[src/hdl/fwpa_pkg.sv]
// shared codes, field widths and sequencer states of the word pool allocator
`timescale 1ns / 1ps
`default_nettype none
package fwpa_pkg;

  localparam int unsigned CfgW  = 11;
  localparam int unsigned CmdW  = 2;
  localparam int unsigned ReqW  = 12;
  localparam int unsigned IdxW  = 10;
  localparam int unsigned StatW = 2;
  localparam int unsigned PctW  = 7;

  localparam logic [CfgW-1:0] CfgRst = 11'd1024;
  localparam logic [CfgW-1:0] MinPoolWords = 11'd3;
  localparam logic [PctW-1:0] PctScale = 7'd100;

  localparam logic [CmdW-1:0] CmdInit  = 2'd0;
  localparam logic [CmdW-1:0] CmdAlloc = 2'd1;
  localparam logic [CmdW-1:0] CmdFree  = 2'd2;
  localparam logic [CmdW-1:0] CmdUsage = 2'd3;

  localparam logic [StatW-1:0] StatOk    = 2'd0;
  localparam logic [StatW-1:0] StatNoFit = 2'd1;
  localparam logic [StatW-1:0] StatBad   = 2'd2;

  typedef enum logic [4:0] {
    StIdle,
    StInitHead,
    StInitEnd,
    StAlRd,
    StAlEv,
    StAlSplit,
    StFrRd,
    StFrEv,
    StFcRd,
    StFcEv,
    StMgChk,
    StMgEv,
    StUsRd,
    StUsEv,
    StUsMul,
    StUsDiv,
    StDone
  } state_e;

endpackage
`default_nettype wire

[src/hdl/fwpa_div.sv]
// restoring divider for the usage percentage, one quotient bit per cycle
`timescale 1ns / 1ps
`default_nettype none
module fwpa_div #(
  parameter int unsigned NUM_W = 24,
  parameter int unsigned DEN_W = 11
) (
  input  logic                        clk_i,
  input  logic                        rst_ni,
  input  logic                        start_i,
  input  logic [NUM_W-1:0]            num_i,
  input  logic [DEN_W-1:0]            den_i,
  output logic                        done_o,
  output logic [fwpa_pkg::PctW-1:0]   quot_o
);

  localparam int unsigned XW = NUM_W + fwpa_pkg::PctW;
  localparam int unsigned CntW = $clog2(fwpa_pkg::PctW);

  logic                      run_q, run_d;
  logic                      done_q, done_d;
  logic [CntW-1:0]           cnt_q, cnt_d;
  logic [XW-1:0]             rem_q, rem_d;
  logic [DEN_W-1:0]          den_q, den_d;
  logic [fwpa_pkg::PctW-1:0] quot_q, quot_d;
  logic [XW-1:0]             trial;

  assign trial = XW'(den_q) << cnt_q;

  always_comb begin
    run_d  = run_q;
    done_d = 1'b0;
    cnt_d  = cnt_q;
    rem_d  = rem_q;
    den_d  = den_q;
    quot_d = quot_q;
    if (start_i) begin
      run_d  = 1'b1;
      cnt_d  = CntW'(fwpa_pkg::PctW - 1);
      rem_d  = XW'(num_i);
      den_d  = den_i;
      quot_d = '0;
    end else if (run_q) begin
      if (rem_q >= trial) begin
        rem_d         = rem_q - trial;
        quot_d[cnt_q] = 1'b1;
      end
      if (cnt_q == '0) begin
        run_d  = 1'b0;
        done_d = 1'b1;
      end else begin
        cnt_d = cnt_q - CntW'(1);
      end
    end
  end

  always_ff @(posedge clk_i or negedge rst_ni) begin
    if (!rst_ni) begin
      run_q  <= 1'b0;
      done_q <= 1'b0;
      cnt_q  <= '0;
    end else begin
      run_q  <= run_d;
      done_q <= done_d;
      cnt_q  <= cnt_d;
    end
  end

  always_ff @(posedge clk_i) begin
    rem_q  <= rem_d;
    den_q  <= den_d;
    quot_q <= quot_d;
  end

  assign done_o = done_q;
  assign quot_o = quot_q;

endmodule
`default_nettype wire

[config.mk]
export PLATFORM = sky130hd
export DESIGN_NAME = fwpa_div
export DESIGN_NICKNAME = d
export VERILOG_FILES = /design/src/hdl/fwpa_pkg.sv /design/src/hdl/fwpa_div.sv
export SDC_FILE = /design/constraint.sdc
export NUM_CORES = 1
export LEC_CHECK = 0
export BUFFER_PORTS_ARGS = -buffer_cell sky130_fd_sc_hd__buf_2
export CAP_MARGIN = 5
export CORE_MARGIN = 1
export CORE_UTILIZATION = 45
export DETAILED_ROUTE_END_ITERATION = 12
export HOLD_SLACK_MARGIN = 0.03
export PLACE_DENSITY = 0.65
export RECOVER_POWER = 25
export SLEW_MARGIN = 20
export SYNTH_ARGS = -nofsm -noshare
export SYNTH_HDL_FRONTEND = slang
export SYNTH_SLANG_ARGS = --single-unit
[constraint.sdc]
create_clock -name clk_i -period 4.2 [get_ports clk_i]
set_input_delay 0.84 -clock clk_i [delete_from_list [all_inputs] [get_ports clk_i]]
set_output_delay 0.84 -clock clk_i [all_outputs]
set_load 0.03 [all_outputs]
==> impl_results.md <==
* Synth Area in XOR/XNOR at 0.0495
* Setup Viol. Count Final at 0
* Crit-path max FO at 13
* Final ANT Viol Nets at 0
* Die W at 92.8 µm
* Met3 wire length at 391 µm
* CP max-delay cell: dfrtp_1
* Simple-gate area share of the yosys netlist at 0.181
* Area growth syn-to-layout at 10.9%
* Multiplexer area fraction after synthesis at 0.0657
* Unique masters post-synth at 62
* CP delay by family, top: compound AO/OA/AOI/OAI gates
* Post-synthesis sequential area ratio at 0.392
* Adder-cell share of the synthesized area at 0.0728
* CTS Hold Buffers Added at 0
* Minimum clock period at 3.83 ns
* Clock-pin slew on the worst setup and hold paths at 0.09 ns
* DR DRC count at 0
* Via density at 5.73
* Avg Cell Area, Syn at 9.21 µm²
* Core ar. at 0.00785 mm²
* Layout Skew at 0.0144 ns
* Dpl cells at 539
* Main combinational cell family by area after synthesis: compound AO/OA/AOI/OAI gates
* Yosys reg bits at 54
* TritonCTS buffer count at 5
* Worst Path Arrival at 3.90 ns
* Startpoint class of the critical path: flip-flop
* Crit path buf inv count at 2
* Leakage at 1.65 nW
* Fin util at 0.525
* Max Transition Viols Final at 51
* Uppermost layer routed: met4
* Main synth FF type: edfxtp_1
* Hold Fails Final Rpt at 0
* Pwr/cell area at 888 mW/mm²
* Clock Tree Root: clkbuf_8
* Largest area contributor in the netlist: edfxtp_1
* Final net count at 503
* Clk_lat worst skew at 0.31 ns
* Count leader, synth: nand2_1
* Met1 Wirelength at 4300 µm
* Req. time, crit path at 4.26 ns
* WL met2 at 3700 µm
* Unrepaired setup endpoints after global routing: no
* First-pass GRT wire length at 14200 µm
* Diodes inserted at 0
* Worst setup EP type: flip-flop
* Post-CTS Setup Bufs at 0
* Max incr delay on CP at 0.60 ns
* Post-synth EDFFs at 35
* Largest net degree at the start of global routing at 51
* Layout cells sized above 1 at 0.162
* VDD IR max at 453 µV
* Sink Count at 54
* Synthesized cell area at 0.00371 mm²
* Die height at 92.8 µm
* Post-layout instance area at 0.00412 mm²
* Outcome: complete, but fails checks
* Top cells by count, synth: nand2_1 (48), nor2_1 (36), edfxtp_1 (35), o21ai_0 (34), a21oi_1 (24)
* Buffer depth of the longest clock path at 2
* DRT Pass-1 Iters at 5
* Synth Warn # at 0
* Initial DRC Count at 218
* Final GP Congestion at 0.919
* WL/cell at 15.5 µm
* Post-Synthesis Cells at 403
* FMAX at 261 MHz
* Failing checks: max-capacitance violations, max-slew violations
* Share of the synthesized area in the top cell type at 0.283
* Post-Syn Nets at 462
* Via count at 3136
* Placed Area at 0.00404 mm²
* Worst hold path type: primary input to async pin
* Reg2Reg Setup Slack at 0.37 ns
* Final period utilization at 0.913
* Layout Cells excl Fill at 547
* Setup Crit Path Kind: flip-flop to flip-flop
* Post-CTS sizing at 0
* Synth area leaders: edfxtp_1 (28%), dfxtp_1 (7.5%), ha_1 (6.7%)
* Vias in the first global route at 2879
* Asr flop ratio synth at 0.0926
* HPWL after DPL at 6490 µm
* Boundary pin count at 46
* Gr usage total at 0.208
* Port bufs at 45
* Critical path, cell by cell: buf_4 -> mux2i_1 -> nand2_1 -> o21ai_0 -> o21a_1 -> ha_1 -> a21oi_1 -> o21ai_0 -> a221o_1 -> o211ai_1 -> a21o_1 -> nand2b_1 -> buf_4
* Die area at 0.00862 mm²
* Initial Util at 0.473
* Max Cap Violations at 1
* Antenna violations before repair at 0
* FP Rows at 32
* CTS tree: done
* GRT overflow at 0
* Setup TNS Final at 0 ns
* Synth Area in Compound Gates at 0.203
* WL final at 8490 µm
* Transition time of the tightest slew-check pin at 1.95 ns
* H-tree depth at 2
* Worst slew margin at -0.298
[per-layer routing]
layer	GRT usage	vias up
met5	0	-
met4	0.0474	0
met3	0.0279	8
met1	0.320	1469
li1	-	1569
met2	0.307	90
[kinds of logic after synthesis]
logic type      Yosys count
fa+ha+maj                21
simple gates            137
flops                    54
buf+inv                  32
xor+xnor                 21
mux                      23
compound gates          115
[metrics by stage]
| step | setup WS, ns | power, mW | hold slack [ns] |
|---|---|---|---|
| after floorplan | 0.244 | 2.78 | 0.448 |
| after global placement | 0.142 | 3.29 | 0.460 |
| after detailed placement | 0.226 | 3.32 | 0.471 |
| after CTS | 0.199 | 3.63 | 0.344 |
| after global routing | 0.0793 | 3.97 | 0.429 |
| final | 0.366 | 3.66 | 0.409 |
[final cells by class]
type | count | area, µm²
Clock inverter | 1 | 6.26
Fill cell | 781 | 3730
Clock buffer | 7 | 76.3
Timing Repair Buffer | 52 | 267
Multi-Input combinational cell | 317 | 2130
Sequential cell | 54 | 1460
Tap cell | 102 | 128
Inverter | 14 | 52.6
[worst register-to-register path, delay by kind of cell, from the launching register on]
family / cells / cell delay [ns]
AND/OR/NAND/NOR: 2 / 0.18
AO/OA/AOI/OAI: 7 / 1.83
buffers and inverters: 2 / 0.45
multiplexers: 1 / 0.24
adder cells (fa/ha/maj): 1 / 0.29
flip-flops: 1 / 0.60
[report_power, final]
part | internal, mW | switching (mW) | leakage [nW]
registers | 0.786 | 0.146 | 0.536
logic | 0.965 | 1.47 | 1.07
clock network | 0.119 | 0.169 | 0.0428
[sequential cells by signal, indices dropped and copies added (netlist names)]
register	flops
done_o	1
cnt_q	3
run_q	1
rem_q	31
quot_o	7
den_q	11
[final timing paths]
kind	cells past startpoint	from	to
setup reg to reg	13	cnt_q[0]$_DFFE_PN0P_	rem_q[10]$_DFFE_PP_
hold / removal	1	rst_ni	done_o$_DFF_PN0_
max in group asynchronous	1	rst_ni	cnt_q[1]$_DFFE_PN0P_
min in group clk_i	2	rem_q[30]$_SDFFE_PP0P_	rem_q[30]$_SDFFE_PP0P_
setup / recovery	13	cnt_q[0]$_DFFE_PN0P_	rem_q[10]$_DFFE_PP_
hold reg to reg	2	rem_q[30]$_SDFFE_PP0P_	rem_q[30]$_SDFFE_PP0P_
[placed cells by master, fill, tap and decap left out, drive strengths merged, types with 14 or more instances in the layout]
cell type  count
buf           43
clkbuf        16
o21ai         34
mux2i         15
nand2         48
dfxtp         14
ha            20
edfxtp        35
a21oi         26
nor2          36
Note: power is estimated with default switching activity, not from simulation.
